[src/hw/rtl/online_longest_increasing_subsequence_top_macros.svh]
// Assertion macros for the online longest increasing subsequence block.
// Expects clk_i and rst_ni in the scope of the module that uses them.
`ifndef ONLINE_LONGEST_INCREASING_SUBSEQUENCE_TOP_MACROS_SVH
`define ONLINE_LONGEST_INCREASING_SUBSEQUENCE_TOP_MACROS_SVH

// A property that must hold at every clock edge out of reset.
`define OLIS_ASSERT(name, prop, msg) \
  name: assert property (@(posedge clk_i) disable iff (!rst_ni) (prop)) \
    else $error(msg);

// A condition that must be followed by another one in the next cycle.
`define OLIS_ASSERT_NEXT(name, ante, cons, msg) \
  name: assert property (@(posedge clk_i) disable iff (!rst_ni) (ante) |=> (cons)) \
    else $error(msg);

`endif

[src/hw/rtl/olis_pkg.sv]
// Shared types and constants of the online longest increasing subsequence block.
// No dependencies; olis_if, olis_area, olis_ctrl and the top module use it.
package olis_pkg;

  localparam int unsigned MAX_ITEMS_DEF = 64;
  localparam int unsigned CNT_W  = 7;
  localparam int unsigned IDX_W  = 6;
  localparam int unsigned KIND_W = 2;
  localparam int unsigned DIM_W  = 16;
  localparam int unsigned AREA_W = 32;

  localparam logic FUNC_ADD  = 1'b0;
  localparam logic FUNC_READ = 1'b1;

  localparam logic [KIND_W-1:0] KIND_SQUARE = 2'd0;
  localparam logic [KIND_W-1:0] KIND_RECT   = 2'd1;
  localparam logic [KIND_W-1:0] KIND_TRI    = 2'd2;
  localparam logic [KIND_W-1:0] KIND_BAD    = 2'd3;

  // Predecessor code for the first member of a run.
  localparam logic [CNT_W-1:0] NO_PRED = 7'd64;

  typedef struct packed {
    logic              func;
    logic [KIND_W-1:0] shape_kind;
    logic [DIM_W-1:0]  first_dim;
    logic [DIM_W-1:0]  second_dim;
  } in_t;

  typedef struct packed {
    logic [CNT_W-1:0]  run_length;
    logic [IDX_W-1:0]  member_index;
    logic [KIND_W-1:0] member_kind;
    logic [DIM_W-1:0]  member_first_dim;
    logic [DIM_W-1:0]  member_second_dim;
    logic [AREA_W-1:0] member_area;
    logic              last_of_run;
    logic              sequence_empty;
    logic              store_full;
  } out_t;

  // One stored shape item with its link to the previous run member.
  typedef struct packed {
    logic [KIND_W-1:0] kind;
    logic [DIM_W-1:0]  first;
    logic [DIM_W-1:0]  second;
    logic [AREA_W-1:0] area;
    logic [CNT_W-1:0]  pred;
  } item_t;

  // A tail entry keeps a copy of its item's area so the search needs one read a step.
  typedef struct packed {
    logic [AREA_W-1:0] area;
    logic [IDX_W-1:0]  idx;
  } tail_t;

endpackage

[src/hw/rtl/olis_if.sv]
// Valid/ready channel interfaces for input and result transactions.
// Depends on olis_pkg for the payload types.
interface olis_in_if;
  logic            valid;
  logic            ready;
  olis_pkg::in_t   payload;

  modport source (output valid, output payload, input ready);
  modport sink   (input valid, input payload, output ready);
endinterface

interface olis_out_if;
  logic            valid;
  logic            ready;
  olis_pkg::out_t  payload;

  modport source (output valid, output payload, input ready);
  modport sink   (input valid, input payload, output ready);
endinterface

[src/hw/rtl/olis_ctrl.sv]
// Sequencer of the block: binary search over the tail RAM, commit of new items,
// predecessor walk and readout through the chain RAM. Depends on olis_pkg, olis_if.
`include "online_longest_increasing_subsequence_top_macros.svh"

module olis_ctrl #(
  parameter int unsigned MAX_ITEMS = olis_pkg::MAX_ITEMS_DEF,
  localparam int unsigned AW = (MAX_ITEMS > 1) ? $clog2(MAX_ITEMS) : 1
) (
  input  logic                          clk_i,
  input  logic                          rst_ni,
  olis_in_if.sink                       in_i,
  olis_out_if.source                    out_o,
  input  logic [olis_pkg::AREA_W-1:0]   area_i,
  output logic                          tail_we_o,
  output logic [AW-1:0]                 tail_waddr_o,
  output olis_pkg::tail_t               tail_wdata_o,
  output logic [AW-1:0]                 tail_raddr_o,
  input  olis_pkg::tail_t               tail_rdata_i,
  output logic                          item_we_o,
  output logic [AW-1:0]                 item_waddr_o,
  output olis_pkg::item_t               item_wdata_o,
  output logic [AW-1:0]                 item_raddr_o,
  input  olis_pkg::item_t               item_rdata_i,
  output logic                          chain_we_o,
  output logic [AW-1:0]                 chain_waddr_o,
  output logic [olis_pkg::IDX_W-1:0]    chain_wdata_o,
  output logic [AW-1:0]                 chain_raddr_o,
  input  logic [olis_pkg::IDX_W-1:0]    chain_rdata_i
);

  localparam int unsigned CW = olis_pkg::CNT_W;
  localparam int unsigned IW = olis_pkg::IDX_W;
  localparam logic [CW-1:0] MAX_CNT = CW'(MAX_ITEMS);

  typedef enum logic [3:0] {
    S_IDLE, S_DECIDE, S_SEARCH, S_COMMIT, S_RD_TAIL, S_WALK,
    S_EMIT_RD, S_EMIT_ITEM, S_EMIT_MEM, S_EMIT
  } state_e;

  state_e                          state_q, state_d;
  logic [olis_pkg::KIND_W-1:0]     kind_q, kind_d;
  logic [olis_pkg::DIM_W-1:0]      first_q, first_d;
  logic [olis_pkg::DIM_W-1:0]      second_q, second_d;
  logic [CW-1:0]                   lo_q, lo_d;
  logic [CW-1:0]                   hi_q, hi_d;
  logic [CW-1:0]                   mid_q, mid_d;
  logic                            rd_vld_q, rd_vld_d;
  logic [CW-1:0]                   tail_count_q, tail_count_d;
  logic [CW-1:0]                   item_count_q, item_count_d;
  logic [CW-1:0]                   len_q, len_d;
  logic [IW-1:0]                   k_q, k_d;
  logic [IW-1:0]                   m_q, m_d;
  olis_pkg::out_t                  res_q, res_d;
  logic                            out_vld_q, out_vld_d;
  olis_pkg::out_t                  out_q, out_d;

  logic                            out_free;
  logic [CW-1:0]                   lo_n, hi_n, mid_n, lo_m1, tc_m1, tc_new, len_p1, pred;
  logic [CW:0]                     mid_sum;
  logic [IW-1:0]                   cur, new_idx;

  assign out_free  = !out_vld_q || out_o.ready;
  assign in_i.ready = (state_q == S_IDLE);
  assign out_o.valid   = out_vld_q;
  assign out_o.payload = out_q;

  always_comb begin
    state_d      = state_q;
    kind_d       = kind_q;
    first_d      = first_q;
    second_d     = second_q;
    lo_d         = lo_q;
    hi_d         = hi_q;
    mid_d        = mid_q;
    rd_vld_d     = rd_vld_q;
    tail_count_d = tail_count_q;
    item_count_d = item_count_q;
    len_d        = len_q;
    k_d          = k_q;
    m_d          = m_q;
    res_d        = res_q;
    out_d        = out_q;
    out_vld_d    = out_vld_q && !out_o.ready;

    tail_we_o     = 1'b0;
    tail_waddr_o  = '0;
    tail_wdata_o  = '0;
    tail_raddr_o  = '0;
    item_we_o     = 1'b0;
    item_waddr_o  = '0;
    item_wdata_o  = '0;
    item_raddr_o  = '0;
    chain_we_o    = 1'b0;
    chain_waddr_o = '0;
    chain_wdata_o = '0;
    chain_raddr_o = '0;

    lo_n    = lo_q;
    hi_n    = hi_q;
    mid_sum = '0;
    mid_n   = '0;
    lo_m1   = '0;
    tc_m1   = tail_count_q - CW'(1);
    tc_new  = tail_count_q;
    len_p1  = len_q + CW'(1);
    pred    = olis_pkg::NO_PRED;
    cur     = '0;
    new_idx = item_count_q[IW-1:0];

    unique case (state_q)
      S_IDLE: begin
        if (in_i.valid) begin
          kind_d   = in_i.payload.shape_kind;
          first_d  = in_i.payload.first_dim;
          second_d = (in_i.payload.shape_kind == olis_pkg::KIND_SQUARE) ?
                     '0 : in_i.payload.second_dim;
          if (in_i.payload.func == olis_pkg::FUNC_ADD) begin
            state_d = S_DECIDE;
          end else if (tail_count_q == '0) begin
            res_d                = '0;
            res_d.last_of_run    = 1'b1;
            res_d.sequence_empty = 1'b1;
            state_d              = S_EMIT;
          end else begin
            tail_raddr_o = tc_m1[AW-1:0];
            len_d        = '0;
            state_d      = S_RD_TAIL;
          end
        end
      end

      S_DECIDE: begin
        if (kind_q == olis_pkg::KIND_BAD) begin
          res_d             = '0;
          res_d.run_length  = tail_count_q;
          res_d.last_of_run = 1'b1;
          state_d           = S_EMIT;
        end else if (item_count_q >= MAX_CNT) begin
          res_d                   = '0;
          res_d.run_length        = tail_count_q;
          res_d.member_kind       = kind_q;
          res_d.member_first_dim  = first_q;
          res_d.member_second_dim = second_q;
          res_d.member_area       = area_i;
          res_d.last_of_run       = 1'b1;
          res_d.store_full        = 1'b1;
          state_d                 = S_EMIT;
        end else begin
          lo_d     = '0;
          hi_d     = tail_count_q;
          rd_vld_d = 1'b0;
          state_d  = S_SEARCH;
        end
      end

      // One probe per cycle: the data of the previous probe narrows the
      // interval and the next probe address follows from it at once.
      S_SEARCH: begin
        if (rd_vld_q) begin
          if (tail_rdata_i.area < area_i) begin
            lo_n = mid_q + CW'(1);
          end else begin
            hi_n = mid_q;
          end
        end
        lo_d = lo_n;
        hi_d = hi_n;
        if (lo_n < hi_n) begin
          mid_sum      = {1'b0, lo_n} + {1'b0, hi_n};
          mid_n        = mid_sum[CW:1];
          mid_d        = mid_n;
          tail_raddr_o = mid_n[AW-1:0];
          rd_vld_d     = 1'b1;
        end else begin
          // Fetch the tail just below the insertion slot for the predecessor link.
          lo_m1        = lo_n - CW'(1);
          tail_raddr_o = lo_m1[AW-1:0];
          rd_vld_d     = 1'b0;
          state_d      = S_COMMIT;
        end
      end

      S_COMMIT: begin
        pred   = (lo_q == '0) ? olis_pkg::NO_PRED : CW'(tail_rdata_i.idx);
        tc_new = (lo_q == tail_count_q) ? (tail_count_q + CW'(1)) : tail_count_q;
        tail_we_o         = 1'b1;
        tail_waddr_o      = lo_q[AW-1:0];
        tail_wdata_o.area = area_i;
        tail_wdata_o.idx  = new_idx;
        item_we_o           = 1'b1;
        item_waddr_o        = new_idx[AW-1:0];
        item_wdata_o.kind   = kind_q;
        item_wdata_o.first  = first_q;
        item_wdata_o.second = second_q;
        item_wdata_o.area   = area_i;
        item_wdata_o.pred   = pred;
        tail_count_d = tc_new;
        item_count_d = item_count_q + CW'(1);
        res_d                   = '0;
        res_d.run_length        = tc_new;
        res_d.member_index      = new_idx;
        res_d.member_kind       = kind_q;
        res_d.member_first_dim  = first_q;
        res_d.member_second_dim = second_q;
        res_d.member_area       = area_i;
        res_d.last_of_run       = 1'b1;
        state_d                 = S_EMIT;
      end

      S_RD_TAIL: begin
        cur           = tail_rdata_i.idx;
        chain_we_o    = 1'b1;
        chain_waddr_o = len_q[AW-1:0];
        chain_wdata_o = cur;
        item_raddr_o  = cur[AW-1:0];
        len_d         = len_p1;
        if (len_p1 == tail_count_q) begin
          k_d     = len_q[IW-1:0];
          state_d = S_EMIT_RD;
        end else begin
          state_d = S_WALK;
        end
      end

      // Follow predecessor links back from the top tail, one item a cycle.
      S_WALK: begin
        if (item_rdata_i.pred == olis_pkg::NO_PRED) begin
          k_d     = len_q[IW-1:0] - IW'(1);
          state_d = S_EMIT_RD;
        end else begin
          cur           = item_rdata_i.pred[IW-1:0];
          chain_we_o    = 1'b1;
          chain_waddr_o = len_q[AW-1:0];
          chain_wdata_o = cur;
          item_raddr_o  = cur[AW-1:0];
          len_d         = len_p1;
          if (len_p1 == tail_count_q) begin
            k_d     = len_q[IW-1:0];
            state_d = S_EMIT_RD;
          end
        end
      end

      S_EMIT_RD: begin
        chain_raddr_o = k_q[AW-1:0];
        state_d       = S_EMIT_ITEM;
      end

      S_EMIT_ITEM: begin
        m_d          = chain_rdata_i;
        item_raddr_o = chain_rdata_i[AW-1:0];
        state_d      = S_EMIT_MEM;
      end

      S_EMIT_MEM: begin
        res_d                   = '0;
        res_d.run_length        = tail_count_q;
        res_d.member_index      = m_q;
        res_d.member_kind       = item_rdata_i.kind;
        res_d.member_first_dim  = item_rdata_i.first;
        res_d.member_second_dim = item_rdata_i.second;
        res_d.member_area       = item_rdata_i.area;
        res_d.last_of_run       = (k_q == '0);
        state_d                 = S_EMIT;
      end

      S_EMIT: begin
        if (out_free) begin
          out_vld_d = 1'b1;
          out_d     = res_q;
          if (res_q.last_of_run) begin
            state_d = S_IDLE;
          end else begin
            k_d     = k_q - IW'(1);
            state_d = S_EMIT_RD;
          end
        end
      end

      default: begin
        state_d = S_IDLE;
      end
    endcase
  end

  always_ff @(posedge clk_i or negedge rst_ni) begin
    if (!rst_ni) begin
      state_q      <= S_IDLE;
      kind_q       <= '0;
      first_q      <= '0;
      second_q     <= '0;
      lo_q         <= '0;
      hi_q         <= '0;
      mid_q        <= '0;
      rd_vld_q     <= 1'b0;
      tail_count_q <= '0;
      item_count_q <= '0;
      len_q        <= '0;
      k_q          <= '0;
      m_q          <= '0;
      res_q        <= '0;
      out_vld_q    <= 1'b0;
      out_q        <= '0;
    end else begin
      state_q      <= state_d;
      kind_q       <= kind_d;
      first_q      <= first_d;
      second_q     <= second_d;
      lo_q         <= lo_d;
      hi_q         <= hi_d;
      mid_q        <= mid_d;
      rd_vld_q     <= rd_vld_d;
      tail_count_q <= tail_count_d;
      item_count_q <= item_count_d;
      len_q        <= len_d;
      k_q          <= k_d;
      m_q          <= m_d;
      res_q        <= res_d;
      out_vld_q    <= out_vld_d;
      out_q        <= out_d;
    end
  end

  `OLIS_ASSERT(a_tails_within_items, tail_count_q <= item_count_q, "more tails than items")
  `OLIS_ASSERT(a_items_within_store, item_count_q <= MAX_CNT, "item count beyond store")
  `OLIS_ASSERT_NEXT(a_busy, in_i.valid && in_i.ready, state_q != S_IDLE, "idle after accept")
  `OLIS_ASSERT_NEXT(a_tail_hold, state_q != S_COMMIT, $stable(tail_count_q), "tail count moved")

endmodule

[src/flat_wrapper.sv]
// flat-port wrapper written by rule: the top's interface ports become plain ports
module olis_ctrl_flat 
#(
  parameter int unsigned MAX_ITEMS = olis_pkg::MAX_ITEMS_DEF,
  localparam int unsigned AW = (MAX_ITEMS > 1) ? $clog2(MAX_ITEMS) : 1
)
  (clk_i, rst_ni, area_i, tail_we_o, tail_waddr_o, tail_wdata_o, tail_raddr_o, tail_rdata_i, item_we_o, item_waddr_o, item_wdata_o, item_raddr_o, item_rdata_i, chain_we_o, chain_waddr_o, chain_wdata_o, chain_raddr_o, chain_rdata_i, in_i_valid, in_i_payload, in_i_ready, out_o_valid, out_o_payload, out_o_ready);
  olis_in_if in_i_i ();
  olis_out_if out_o_i ();
  input  logic clk_i;
  input  logic rst_ni;
  input  logic [olis_pkg::AREA_W-1:0] area_i;
  output logic tail_we_o;
  output logic [AW-1:0] tail_waddr_o;
  output olis_pkg::tail_t tail_wdata_o;
  output logic [AW-1:0] tail_raddr_o;
  input  olis_pkg::tail_t tail_rdata_i;
  output logic item_we_o;
  output logic [AW-1:0] item_waddr_o;
  output olis_pkg::item_t item_wdata_o;
  output logic [AW-1:0] item_raddr_o;
  input  olis_pkg::item_t item_rdata_i;
  output logic chain_we_o;
  output logic [AW-1:0] chain_waddr_o;
  output logic [olis_pkg::IDX_W-1:0] chain_wdata_o;
  output logic [AW-1:0] chain_raddr_o;
  input  logic [olis_pkg::IDX_W-1:0] chain_rdata_i;
  input wire logic [$bits(in_i_i.valid)-1:0] in_i_valid;
  input wire logic [$bits(in_i_i.payload)-1:0] in_i_payload;
  output wire logic [$bits(in_i_i.ready)-1:0] in_i_ready;
  output wire logic [$bits(out_o_i.valid)-1:0] out_o_valid;
  output wire logic [$bits(out_o_i.payload)-1:0] out_o_payload;
  input wire logic [$bits(out_o_i.ready)-1:0] out_o_ready;
  assign in_i_i.valid = in_i_valid;
  assign in_i_i.payload = in_i_payload;
  assign in_i_ready = in_i_i.ready;
  assign out_o_valid = out_o_i.valid;
  assign out_o_payload = out_o_i.payload;
  assign out_o_i.ready = out_o_ready;
  olis_ctrl #(.MAX_ITEMS(MAX_ITEMS)) u_core (.clk_i(clk_i), .rst_ni(rst_ni), .in_i(in_i_i), .out_o(out_o_i), .area_i(area_i), .tail_we_o(tail_we_o), .tail_waddr_o(tail_waddr_o), .tail_wdata_o(tail_wdata_o), .tail_raddr_o(tail_raddr_o), .tail_rdata_i(tail_rdata_i), .item_we_o(item_we_o), .item_waddr_o(item_waddr_o), .item_wdata_o(item_wdata_o), .item_raddr_o(item_raddr_o), .item_rdata_i(item_rdata_i), .chain_we_o(chain_we_o), .chain_waddr_o(chain_waddr_o), .chain_wdata_o(chain_wdata_o), .chain_raddr_o(chain_raddr_o), .chain_rdata_i(chain_rdata_i));
endmodule
[config.mk]
export PLATFORM = sky130hd
export DESIGN_NAME = olis_ctrl_flat
export DESIGN_NICKNAME = d
export VERILOG_FILES = /design/src/hw/rtl/olis_pkg.sv /design/src/hw/rtl/olis_if.sv /design/src/hw/rtl/olis_ctrl.sv /design/src/flat_wrapper.sv
export VERILOG_INCLUDE_DIRS = /design/src /design/src/hw/rtl
export SDC_FILE = /design/constraint.sdc
export NUM_CORES = 1
export LEC_CHECK = 0
export BUFFER_PORTS_ARGS = -buffer_cell sky130_fd_sc_hd__clkbuf_2
export CAP_MARGIN = 20
export CORE_AREA = 3 3 229 119
export CTS_CLUSTER_DIAMETER = 60
export DETAILED_ROUTE_END_ITERATION = 8
export DIE_AREA = 0 0 232 122
export GPL_TIMING_DRIVEN = 1
export PLACE_DENSITY_LB_ADDON = 0.12
export SYNTH_ARGS = -nofsm -noshare
export SYNTH_HDL_FRONTEND = slang
export SYNTH_SLANG_ARGS = --single-unit
[constraint.sdc]
create_clock -name clk_i -period 6.4 [get_ports clk_i]
set_input_delay 0.32 -clock clk_i [delete_from_list [all_inputs] [get_ports clk_i]]
set_output_delay 0.32 -clock clk_i [all_outputs]
set_load 0.05 [all_outputs]
# After elaboration in Yosys (flattened, before gate mapping)
# Cells that the tools add are included.
[op_classes]
reduce_logical = 22
n_lt_le_gt_ge = 3
eq_ne = 25
n_mux = 67
n_addsub = 9
[op_table]
columns = ["op", "count"]
rows = [
  ["82-bit 2-to-1 mux", 5],
  ["82-bit one-hot mux with 4 select lines", 1],
  ["7-bit 2-to-1 mux", 16],
  ["6-bit 2-to-1 mux", 13],
  ["73-bit 2-to-1 mux", 1],
  ["38-bit 2-to-1 mux", 1],
  ["4-bit 2-to-1 mux", 9],
  ["4-bit one-hot mux with 9 select lines", 1],
  ["6-bit one-hot mux with 2 select lines", 3],
  ["6-bit one-hot mux with 3 select lines", 2],
  ["32-bit < comparator", 1],
  ["7-bit by 1-bit adder with 7-bit output, second input constant", 4],
  ["7-bit one-hot mux with 2 select lines", 2],
  ["6-bit by 1-bit subtractor with 6-bit output, second input constant", 4],
  ["7-bit one-hot mux with 3 select lines", 1],
  ["4-bit by 3-bit equality test with 1-bit output, second input constant", 4],
  ["16-bit 2-to-1 mux", 1],
  ["2-bit != test, second input constant", 8],
  ["7-bit equality test", 2],
  ["7-bit zero test", 2],
  ["5-bit AND reduction", 2],
  ["7-bit by 7-bit adder with 8-bit output", 1],
  ["4-bit by 2-bit equality test with 1-bit output, second input constant", 2],
  ["4-bit equality test, second input constant", 2],
  ["24 further kinds", 38],
]
[totals]
ff_bits = 258
in_bits = 188
word_cells = 158
out_inout_bits = 240

# Depth between registers and ports, before layout
# Gate-level depths: netlist of the first run.
[logic_depth]
depth_word = 7
depth_mapped = 19
mapped_depth_nobuf = 18

# Worst setup path before layout of the first run
# No wires, ideal clock.
[synth_path]
path_kind = "in2out"
start = "in area_i[31] in the netlist's numbering"
end = "out tail_raddr_o[5]"
cell_stages = 15
required_ps = 6080
path_slack_ps = 1222
arrival_time_ps = 4858
cell_sequence = "inv_1 ha_1 nand4_2 or4_4 a311oi_2 buf_6 o21ai_2 mux2i_1 inv_1 ha_1 o21bai_1 a21oi_1 nor4_1 a31oi_4 o31ai_1"
[synth_between]
elab_chain_len = 7
[synth_rtl]
columns = ["item", "line", "text"]
rows = [
  ["start, declared", "flat_wrapper.sv:12", "input logic [olis_pkg::AREA_W-1:0] area_i;"],
  ["32-bit < comparator (*)", "olis_ctrl.sv:160", "if (tail_rdata_i.area < area_i) begin"],
  ["7-bit 2-to-1 mux", "olis_ctrl.sv:160", ""],
  ["7-bit 2-to-1 mux", "olis_ctrl.sv:159", "if (rd_vld_q) begin"],
  ["7-bit 2-to-1 mux", "olis_ctrl.sv:110", "unique case (state_q)"],
  ["7-bit by 7-bit adder with 8-bit output (tied with other cells)", "olis_ctrl.sv:169", "mid_sum = {1'b0, lo_n} + {1'b0, hi_n};"],
  ["6-bit 2-to-1 mux (*)", "olis_ctrl.sv:168", "if (lo_n < hi_n) begin"],
  ["6-bit one-hot mux with 2 select lines (*)", "olis_ctrl.sv:110", ""],
  ["end, declared", "flat_wrapper.sv:16", "output logic [AW-1:0] tail_raddr_o;"],
]
# Mark *: on every way between the ends. The rest lies on a longest branch, timed or not. The select of a mux whose other input is x is not followed.

# Worst setup path after layout of the first run
[layout_path]
start = "in area_i[9] in the netlist's numbering"
end = "out tail_raddr_o[1]"
# Same word-level chain as after synthesis.

==> metrics.log, run 1 <==
INFO  metric dp.final_hpwl = roughly 34 mm
INFO  metric ys_top_cells_by_count = dfrtp_1, nand2_1, o21ai_0, mux2_2, nor2_1
INFO  metric route.detailed.wl_per_inst = between 20 and 25 microns
INFO  metric yosysTopAreaCell = dfrtp_1
INFO  metric met2_wirelength = between 20 and 25 mm
INFO  metric fp.dieH = 122 microns
INFO  metric detail-route-antenna-nets = 0
INFO  metric syn_avg_cell_area = 9.74 sq um
INFO  metric grt_start_max_net_pins = around 170
INFO  metric synth_flop_cell = dfrtp_1
INFO  metric synth_enable_flop_cells = 0
INFO  metric ff2ff_path_depth = 8
INFO  metric firstDrtPassIters = 5
INFO  metric drc = 0
INFO  metric clock_latency = ~550 ps
INFO  metric placeableCoreArea = ~0.025 sq mm
INFO  metric place_worst_setup_slack = between 900 and 1000 ps
INFO  metric number_of_global_route_vias_before_repair = about 12k
INFO  metric clock_sink_count = ~260
INFO  metric sequential_fraction_of_the_synthesis_area = around 46%
INFO  metric gp_congestion = between 0.9 and 1
INFO  metric drt-vias-per-instance = just under 6
INFO  metric maxCapViolations = 0
INFO  metric clock_tree_from_tritoncts = done
INFO  metric grt_pass1_wl = about 70 mm
INFO  metric hp-start = in_i_payload[23]
INFO  metric ys_seq_elements = 258
INFO  metric starting_drc_count_in_detailed_routing = around 1.2k
INFO  metric routed_wl = around 47 mm
INFO  metric placementRows = 41
INFO  metric drt-met1-wl = 19.1 mm
INFO  metric worstPathMaxFanout = 11
INFO  metric critPathArrivalTime = just over 5000 ps
INFO  metric gr-usage-all-layers = around a third
INFO  metric vias = approximately 13k
INFO  metric fp.dieArea = about 0.028 sq mm
INFO  metric floorplan.initialDensity = a little under three fifths
INFO  metric ctsHoldBuffers = 10
INFO  metric worst_hold_path.endpoint = u_core.first_q[7]$_DFFE_PN0P_
INFO  metric route.top_layer_used = met4
INFO  metric tightestPinTransition = approximately 1100 ps
INFO  metric die_width = 232 microns
INFO  metric global_route.overflow_total = 0
INFO  metric max-slew-margin-rel = between 20% and 30%
INFO  metric pwr_density = roughly 500 mW/mm^2
INFO  metric yosys.cell_count.top_type = dfrtp_1
INFO  metric fin_crit_sh = between 80% and 90%
INFO  metric worstHoldPathType = in2reg
INFO  metric yosys_warnings = 0
INFO  metric synth-async-reset-ratio = 100%
INFO  metric critPathKind = in2out
INFO  metric setup_ws = around 910 ps
INFO  metric timing.final.max_slew_violations = 0
INFO  metric netlist_instances = between 1k and 1.5k
INFO  metric detailroute.wirelength.met3 = 3.79 mm
INFO  metric netlist.area_leader.share = 45.7%
INFO  metric grt_antenna_before_repair = 3
INFO  metric number_of_buffer_cells_added_on_primary_ports = about 430
INFO  metric grt_setup_unrepaired = no
INFO  metric synthesis.nets = approximately 1.7k
INFO  metric post-cts-setup-buffer-count = 0
INFO  metric hold_path_depth = 2
INFO  metric ctsLongestPathBuffers = 3
INFO  metric critical_path.reg2reg.startpoint = u_core.state_q[0]$_DFFE_PN0P_
INFO  metric cts_repair_resize_count = 0
INFO  metric crit-reg2reg-capture = u_core.res_q[74]$_DFFE_PN0P_
INFO  metric vdd_ir_drop_max = just under 0.3 mV
INFO  metric finalSetupViolations = 0
INFO  metric fin_setup_tns = 0 ps
INFO  metric design.portCount = 428
INFO  metric cts.reportedPaths.clkPinSlew = roughly 70 ps
INFO  metric worst_setup_path_start_kind = input port
INFO  metric synthesis.area = 0.0141 sq mm
INFO  metric htreeDepth = 1
INFO  metric post_synth_main_area_contributors = dfrtp_1, mux2_2, nand2_1, o21ai_0, ha_1
INFO  metric power = between 8 and 9 mW
INFO  metric layout_min_cycle_time = roughly 5500 ps
INFO  metric status = finished clean
INFO  metric drive_above_1_share = 33.8%
INFO  metric postLayoutCoreUtil = around two thirds
INFO  metric critPathRequiredTime = between 6000 and 7000 ps
INFO  metric worst_reg2reg_setup_slack = ~2300 ps
INFO  metric final_net_count = between 2k and 2.5k
INFO  metric finalClockSkew = between 20 and 25 ps
INFO  metric cts_inserted_buffers = 24
INFO  metric fillers = around 2.1k
INFO  metric max_clock_freq = 0.182 GHz
INFO  metric cts.root.buffer_cell = clkbuf_16
INFO  metric p_leak = approximately 8.9 nW
INFO  metric areaGrowthSynthToFinish = 21.4%
INFO  metric endpoint_kind = output port
INFO  metric final-hold-violation-count = 0
INFO  metric synthDistinctLibCells = between 80 and 90
## critical path, cell delays in order
cell and delay (ps):
clkbuf_2 100, inv_1 60, ha_1 300, a21oi_1 130, o21ai_0 90, a21oi_1 450, a311oi_2 210, buf_4 240
o21ai_2 480, mux2i_1 340, inv_1 130, ha_1 340, o21bai_1 150, a21oi_1 90, nor4_1 700, a31oi_4 240
mux2_1 380, o22ai_1 100, clkbuf_2 300
## layout make-up
class                      instances  area, sq um  share of cell area [%]
antenna                            3         7.51                  0.0438
clock buffer                      31          647                    3.78
clock inverter                    11          179                    1.04
inverter                          58          218                    1.27
multi-input combinational       1007         6830                    39.9
sequential                       258         6460                    37.7
tap                              344          430                    2.51
timing repair buffer             449         2360                    13.8
## cell families (layout without fill, tap and decap cells)
group | after synthesis | in the layout | synth area share, %
AND/OR/NAND/NOR | 446 | 446 | 14.9
flip-flops | 258 | 258 | 45.7
AO/OA/AOI/OAI | 327 | 327 | 14.8
XOR/XNOR | 60 | 60 | 3.93
other | 0 | 3 | 0
adder cells (fa/ha/maj) | 53 | 53 | 4.75
multiplexers | 121 | 121 | 9.70
buffers and inverters | 184 | 549 | 6.20
## power breakdown
group | internal (mW) | switching, mW
combinational | 1.26 | 3.11
clock | 0.881 | 0.657
sequential | 2.19 | 0.511
## routing by layer
metal / GRT usage (%) / vias up
met2: 52.8 / 566
met4: 10.5 / 0
met3: 6.45 / 95
met1: 43.5 / 6149
li1: - / 5696
met5: 0 / -
## registers in the layout, summed over array words and instances (netlist names)
signal / count
u_core.k_q: 6
u_core.lo_q: 7
u_core.res_q: 82
u_core.len_q: 7
u_core.first_q: 16
u_core.kind_q: 2
u_core.m_q: 6
u_core.second_q: 16
u_core.rd_vld_q: 1
u_core.item_count_q: 7
u_core.out_o.valid: 1
u_core.hi_q: 7
u_core.tail_count_q: 7
u_core.state_q: 4
u_core.mid_q: 7
u_core.out_o.payload: 82
## worst max path at each step
stage | from | end | slack, ps | cells after the start
finish | area_i[9] | tail_raddr_o[1] | 910 | 19
global route | area_i[11] | tail_raddr_o[1] | 600 | 19
global placement | area_i[31] | tail_raddr_o[1] | 1040 | 18
floorplan | area_i[31] | tail_raddr_o[5] | 1220 | 15
detailed placement | area_i[9] | tail_raddr_o[1] | 980 | 19
CTS | area_i[9] | tail_raddr_o[1] | 970 | 19
## placed cells by master, fill, tap and decap left out, types with 11 or more instances in the layout
| master | count |
|---|---|
| nand2b_1 | 11 |
| a21oi_1 | 49 |
| nand3_1 | 18 |
| nor2_1 | 87 |
| a22oi_1 | 73 |
| inv_1 | 57 |
| nand2_1 | 192 |
| xnor2_1 | 34 |
| xor2_1 | 24 |
| clkbuf_16 | 24 |
| ha_1 | 52 |
| mux2i_1 | 16 |
| nor3_1 | 22 |
| and2_1 | 59 |
| o21ai_0 | 135 |
| mux2_2 | 101 |
| clkbuf_2 | 426 |
| dfrtp_1 | 258 |
| and3_1 | 11 |
## per-stage QoR
step	hold slack (ps)	std cells	instance area [sq um]
finish	24.7	2161	17100
global route	8.64	2161	17100
CTS	0.129	2157	17100
detailed placement	355	2105	16200
global placement	357	2105	16200
floorplan	24.4	1449	14100
(Power assumes the default switching activity.)
==> run 2, diff against run 1 <==
Settings changed: CORE_AREA 3 3 229 119 to 2 2 181 148, DIE_AREA 0 0 232 122 to 0 0 183 150, HOLD_SLACK_MARGIN set to 0.03.
==> run 2 against run 1 <==
Sequential share of layout area shrank 0.81 points. Core utilization is 0.11 points lower. Register-to-register slack gained 400 ps. First-iteration DRC count fell by 27%. Critical endpoint unchanged. Largest power group unchanged.
==> metrics.log, run 2 (synthesized netlist as in run 1, its figures left out) <==
INFO  metric critPathKind = in2out
INFO  metric tightestPinTransition = 1080 ps (-45.6 ps)
INFO  metric comb_power_share = 50.1% (-0.6 points)
INFO  metric drc = 0 (unchanged)
INFO  metric placeableCoreArea = 0.0257 sq mm (+2.4%)
INFO  metric mostFrequentLayoutCells = clkbuf_2, dfrtp_1, nand2_1, o21ai_0, mux2_2
INFO  metric worstHoldPathType = in2reg
INFO  metric internal-power = 4.48 mW (+3.4%)
INFO  metric worst_setup_path_start_kind = input port
INFO  metric grt_start_max_net_pins = 150 (-14%)
INFO  metric grt_setup_unrepaired = no
INFO  metric cts_repair_resize_count = 0 (unchanged)
INFO  metric areaGrowthSynthToFinish = 24.0%
INFO  metric status = finished clean
INFO  metric final-hold-violation-count = 0 (unchanged)
INFO  metric clock_power_share = 19.3% (+1.4 points)
INFO  metric placementRows = 53 (+29%)
INFO  metric fp.dieArea = 0.0275 sq mm (-3.0%)
INFO  metric post-cts-setup-buffer-count = 0 (unchanged)
INFO  metric max_clock_freq = 0.185 GHz (+1.4%)
INFO  metric power = 8.75 mW (+1.7%)
INFO  metric dp.final_hpwl = 33.3 mm (-3.4%)
INFO  metric fillers = 2096 (-0.14%)
INFO  metric maxCapViolations = 0 (unchanged)
INFO  metric worstPathMaxFanout = 11 (unchanged)
INFO  metric finalClockSkew = 11.5 ps (-10.7 ps)
INFO  metric floorplan.initialDensity = 54.9% (-1.3 points)
INFO  metric postPlaceCellArea = 0.0162 sq mm (about the same)
INFO  metric grt_pass1_wl = 68.6 mm (-3.0%)
INFO  metric finalInstanceArea = 0.0175 sq mm (+2.2%)
INFO  metric htreeDepth = 1 (unchanged)
INFO  metric route.detailed.wl_per_inst = 21.0 microns (-2.9%)
INFO  metric cts.reportedPaths.clkPinSlew = 60 ps (about the same)
INFO  metric setup_ws = 987 ps (+74.8 ps)
INFO  metric endpoint_kind = output port
INFO  metric critPathArrivalTime = 5090 ps (-80 ps)
INFO  metric firstDrtPassIters = 8 (+3)
INFO  metric critPathRequiredTime = 6080 ps (about the same)
INFO  metric timing.final.max_slew_violations = 0 (unchanged)
INFO  metric drive_above_1_share = 33.8% (about the same)
INFO  metric clock_sink_count = 258 (unchanged)
INFO  metric starting_drc_count_in_detailed_routing = 872 (-27%)
INFO  metric detail-route-antenna-nets = 0 (unchanged)
INFO  metric max-slew-margin-rel = 27.8% (+2.8 points)
INFO  metric grt_antenna_before_repair = 3 (unchanged)
INFO  metric routed_wl = 45.7 mm (-2.0%)
INFO  metric ctsLongestPathBuffers = 3 (unchanged)
INFO  metric drt-vias-per-instance = 5.75 (-0.70%)
INFO  metric vdd_ir_drop_max = 0.336 mV (+13%)
INFO  metric global_route.overflow_total = 0 (unchanged)
INFO  metric worst_reg2reg_setup_slack = 2690 ps (+400 ps)
INFO  metric cts_inserted_buffers = 28 (+17%)
INFO  metric die_width = 183 microns (-21%)
INFO  metric place_worst_setup_slack = 1060 ps (+87.9 ps)
INFO  metric gp_congestion = 0.973 (+4.9%)
INFO  metric switching_share = 48.8% (-0.85 points)
INFO  metric clock_latency = 550 ps (about the same)
INFO  metric number_of_buffer_cells_added_on_primary_ports = 427 (unchanged)
INFO  metric ctsHoldBuffers = 34 (+24)
INFO  metric pwr_density = 500 mW/mm^2 (-0.50%)
INFO  metric final_net_count = 2068 (+1.4%)
INFO  metric layout_min_cycle_time = 5410 ps (-74.8 ps)
INFO  metric gr-usage-all-layers = 32.3% (+0.051 points)
INFO  metric clock_tree_from_tritoncts = done
INFO  metric fin_setup_tns = 0 ps (unchanged)
INFO  metric p_leak = 9.12 nW (+2.0%)
INFO  metric netSwitchingPower = 4.27 mW (about the same)
INFO  metric finalSetupViolations = 0 (unchanged)
INFO  metric design.portCount = 428 (unchanged)
INFO  metric number_of_global_route_vias_before_repair = 12.1k (-1.1%)
INFO  metric cts.root.buffer_cell = clkbuf_16
INFO  metric power.share.sequential = 30.6% (-0.8 points)
INFO  metric mostFrequentLayoutCell = clkbuf_2
INFO  metric vias = 12.5k (+0.22%)
INFO  metric fin_crit_sh = 84.6% (-1.2 points)
INFO  metric fp.dieH = 150 microns (+23%)
run 2: changes by cell type in the layout (fill, tap and decap cells not counted):
| cell | delta |
|---|---|
| dlygate4sd3_1 | +24 |
| clkbuf_16 | +5 |
| clkbuf_8 | +4 |
| clkinv_2 | +3 |
| buf_4 | +1 |
| bufinv_16 | -1 |
| clkbuf_1 | -1 |
| clkinv_4 | -1 |
| clkinv_8 | -1 |
| clkinvlp_4 | +1 |
| inv_6 | -1 |
| inv_8 | +1 |
run 2: final cells by class:
class / instances / area (sq um) / share of cell area [%]
inverter: 58 / 218 / 1.24
antenna: 3 / 7.51 / 0.0429
clock buffer: 39 / 823 / 4.70
timing repair buffer: 474 / 2610 / 14.9
tap: 330 / 413 / 2.36
sequential: 258 / 6460 / 36.9
clock inverter: 12 / 149 / 0.850
multi-input combinational: 1007 / 6830 / 39.0
run 2: power by group through the flow:
stage	sequential (mW)	clock [mW]	combinational (mW)
2_1_floorplan	3.09	0	2.72
3_3_place_gp	2.66	0	4.31
3_5_place_dp	2.69	0	4.34
4_1_cts	2.66	1.72	4.37
5_1_grt	2.75	1.77	4.70
6_report	2.68	1.69	4.39
run 2: metrics by stage:
step,hold slack [ps],instances,utilization (%)
3_5_place_dp,422,2092,62.8
2_1_floorplan,24.4,1449,-
5_1_grt,42.9,2181,68.0
4_1_cts,31.7,2177,67.9
3_3_place_gp,427,2092,62.8
6_report,52.0,2181,68.0
run 2: final timing paths:
path                                               from  cells after the start                            to
max                                          area_i[31]                     18               tail_raddr_o[1]
min                                    in_i_payload[32]                      2  u_core.kind_q[0]$_DFFE_PN0P_
max reg2reg                 u_core.rd_vld_q$_DFFE_PN0P_                     10   u_core.mid_q[0]$_DFFE_PN0P_
min reg2reg                u_core.res_q[41]$_DFFE_PN0P_                      2  u_core.res_q[41]$_DFFE_PN0P_
max in group asynchronous                        rst_ni                      3  u_core.res_q[26]$_DFFE_PN0P_
min in group asynchronous                        rst_ni                      2   u_core.mid_q[6]$_DFFE_PN0P_
run 2: routing by layer:
layer	up-vias	track usage, %	wire length (microns)
met5	-	0	0
met4	0	14.4	2120
met3	118	6.13	3160
met2	545	51.8	21600
met1	6098	42.9	18800
li1	5772	-	-
run 2: critical path, stage by stage:
cell	delay (ps)
clkbuf_2	90
inv_1	90
ha_1	370
nand4_2	140
or4_4	580
a311oi_2	230
buf_4	260
o21ai_2	210
mux2i_1	290
inv_1	120
ha_1	340
o21bai_1	140
a21oi_1	100
nor4_1	670
a31oi_4	280
mux2_1	380
o22ai_1	140
clkbuf_2	320
==> run 3, diff against run 2 <==
Settings changed: CORE_AREA 2 2 181 148 to 2 2 197 161, DIE_AREA 0 0 183 150 to 0 0 199 163.
Clock period 6.4 ns to 4.7 ns, I/O delays scaled along.
==> run 3 against run 2 <==
First-iteration DRC count fell by 10%. Via count rose by 2.8%. Cell area rose by 8.3%.
==> metrics.log, run 3 (synthesized netlist as in run 1, its figures left out) <==
INFO  metric areaGrowthSynthToFinish = 34.4%
INFO  metric max-slew-margin-rel = 31.2% (+3.4 points)
INFO  metric critical_path.reg2reg.startpoint = u_core.state_q[0]$_DFFE_PN0P_
INFO  metric number_of_global_route_vias_before_repair = 12.7k (+5.7%)
INFO  metric drc = 0 (unchanged)
INFO  metric layout_min_cycle_time = roughly 4500 ps
INFO  metric placeableCoreArea = 0.0307 sq mm (+19%)
INFO  metric dp.final_hpwl = 34.0 mm (+2.2%)
INFO  metric worstHoldPathType = in2reg
INFO  metric maxCapViolations = 0 (unchanged)
INFO  metric vias = 12.9k (+2.8%)
INFO  metric p_leak = 9.67 nW (+5.9%)
INFO  metric detail-route-antenna-nets = 0 (unchanged)
INFO  metric gr-usage-all-layers = 29.1% (-3.2 points)
INFO  metric grt_start_max_net_pins = 120 (-20%)
INFO  metric cts.reportedPaths.clkPinSlew = 60 ps (about the same)
INFO  metric max_clock_freq = 0.221 GHz
INFO  metric critPathRequiredTime = 4470 ps (-1610 ps)
INFO  metric clock_latency = 560 ps (about the same)
INFO  metric gp_congestion = 0.950 (-2.4%)
INFO  metric number_of_buffer_cells_added_on_primary_ports = 427 (unchanged)
INFO  metric fillers = 2622 (+25%)
INFO  metric die_width = 199 microns (+8.7%)
INFO  metric finalInstanceArea = 0.0190 sq mm (+8.3%)
INFO  metric worst_setup_path_start_kind = input port
INFO  metric worstPathMaxFanout = 11 (unchanged)
INFO  metric instances_no_fill = 2393 (+9.7%)
INFO  metric global_route.overflow_total = 0 (unchanged)
INFO  metric fp.dieH = 163 microns (+8.7%)
INFO  metric final_net_count = 2189 (+5.9%)
INFO  metric ctsLongestPathBuffers = 3 (unchanged)
INFO  metric crit-reg2reg-capture = u_core.res_q[18]$_DFFE_PN0P_
INFO  metric endpoint_kind = output port
INFO  metric finalSetupViolations = 0 (unchanged)
INFO  metric htreeDepth = 1 (unchanged)
INFO  metric grt_setup_unrepaired = yes
INFO  metric crit_start = area_i[31]
INFO  metric postPlaceCellArea = 0.0165 sq mm (+2.3%)
INFO  metric design.portCount = 428 (unchanged)
INFO  metric critPathArrivalTime = 4290 ps (-800 ps)
INFO  metric placedCellCount = 2206 (+5.4%)
INFO  metric pwr_density = 658 mW/mm^2 (+32%)
INFO  metric worst_reg2reg_setup_slack = 850 ps (-1840 ps)
INFO  metric fp.dieArea = 0.0324 sq mm (+18%)
INFO  metric clock_tree_from_tritoncts = done
INFO  metric hp-start = item_rdata_i[39]
INFO  metric cts.root.buffer_cell = clkbuf_16
INFO  metric grt_antenna_before_repair = 5 (+2)
INFO  metric floorplan.initialDensity = 46.0% (-8.9 points)
INFO  metric drt-vias-per-instance = 5.38 (-6.3%)
INFO  metric finalClockSkew = 17.9 ps (+6.39 ps)
INFO  metric starting_drc_count_in_detailed_routing = 781 (-10%)
INFO  metric routed_wl = 48.2 mm (+5.4%)
INFO  metric fin_setup_tns = 0 ps (unchanged)
INFO  metric mostFrequentLayoutCells = clkbuf_2, dfrtp_1, nand2_1, o21ai_0, dlygate4sd3_1
INFO  metric firstDrtPassIters = 6 (-2)
INFO  metric critPathKind = in2out
INFO  metric final-hold-violation-count = 0 (unchanged)
INFO  metric power = 12.5 mW (+43%)
INFO  metric critPathSlowestCell = or4_4
INFO  metric seqCellArea = 0.00646 sq mm (unchanged)
INFO  metric cts_inserted_buffers = 30 (+7.1%)
INFO  metric status = finished clean
INFO  metric multiInputGateArea = 0.00690 sq mm (+1.1%)
INFO  metric worstPathCellList = clkbuf_2 > inv_1 > ha_4 > nand4_2 > or4_4 > a311oi_4 > buf_12 > o21ai_2 > mux2i_1 > buf_4 > ha_1 > a21oi_1 > and3_1 > nand2_1 > or3_4 > a31oi_4 > mux2_1 > o22ai_2 > buf_12
INFO  metric cp_top_family = simple AND/OR/NAND/NOR gates
INFO  metric tightestPinTransition = 1030 ps (-50.5 ps)
INFO  metric drive_above_1_share = 33.6% (-0.13 points)
INFO  metric worst_hold_path.endpoint = u_core.res_q[35]$_DFFE_PN0P_
INFO  metric clock_sink_count = 258 (unchanged)
INFO  metric ff2ff_path_depth = 8 (-2)
INFO  metric grt_pass1_wl = 73.1 mm (+6.4%)
INFO  metric hold_path_depth = 3 (+1)
INFO  metric route.detailed.wl_per_inst = 20.1 microns (-3.9%)
INFO  metric mostFrequentLayoutCell = clkbuf_2
INFO  metric critical-path-max-stage-delay = 590 ps (-80 ps)
INFO  metric critPathMostFrequentCell = buf_12
INFO  metric fin_crit_sh = around 96%
INFO  metric cp_num_buf_inv = 5 (unchanged)
INFO  metric placementRows = 58 (+9.4%)
INFO  metric timing.final.max_slew_violations = 0 (unchanged)
INFO  metric vdd_ir_drop_max = 0.405 mV (+20%)
==> run 3: where the power goes <==
part / internal, mW / switching, mW
registers: 2.99 / 0.671
logic: 2.05 / 4.34
clock network: 1.49 / 0.953
total: 6.53 / 5.96
==> run 3: area by class of cell <==
class,instances,share of cell area (%)
Sequential cell,258,34.0
Inverter,58,1.15
Timing Repair Buffer,593,20.1
Multi-Input combinational cell,1007,36.4
Clock inverter,10,0.726
Clock buffer,42,4.73
Antenna cell,5,0.0660
Tap cell,420,2.77
==> run 3: per-stage QoR <==
step	worst slack, ps	hold slack (ps)	utilization, %
floorplan	11.5	-60.6	-
global placement	174	390	53.9
detailed placement	121	400	53.9
CTS	81.7	30.3	61.4
global route	-12.2	40.3	61.8
finish	176	34.7	61.8
==> run 3: timing repair <==
action,4_1_cts,5_1_grt
hold buffers,126,0
endpoints found under the setup margin,0,6
hold endpoints to repair,217,0
setup buffers,0,3
gates resized for setup,0,15
==> run 3: how the worst max path moves through the flow <==
stage | end | cells after the start | slack, ps
final | tail_raddr_o[1] | 19 | 180
after global routing | tail_raddr_o[1] | 19 | -10
after CTS | tail_raddr_o[5] | 20 | 80
after detailed placement | tail_raddr_o[5] | 20 | 120
after global placement | tail_raddr_o[3] | 19 | 170
after floorplan | tail_raddr_o[0] | 16 | 10
==> run 3: layer usage <==
layer,track usage (%),vias to the layer above,share of wire (%)
met5,0,-,0
met4,13.4,0,4.3
met3,5.47,116,6.9
met2,45.4,524,46
met1,39.5,6219,43
li1,-,6022,-
==> run 3: worst min-delay path: cells and delay by family <==
family | cells | cell delay [ps]
AO/OA/AOI/OAI | 2 | 240
buffers and inverters | 1 | 80
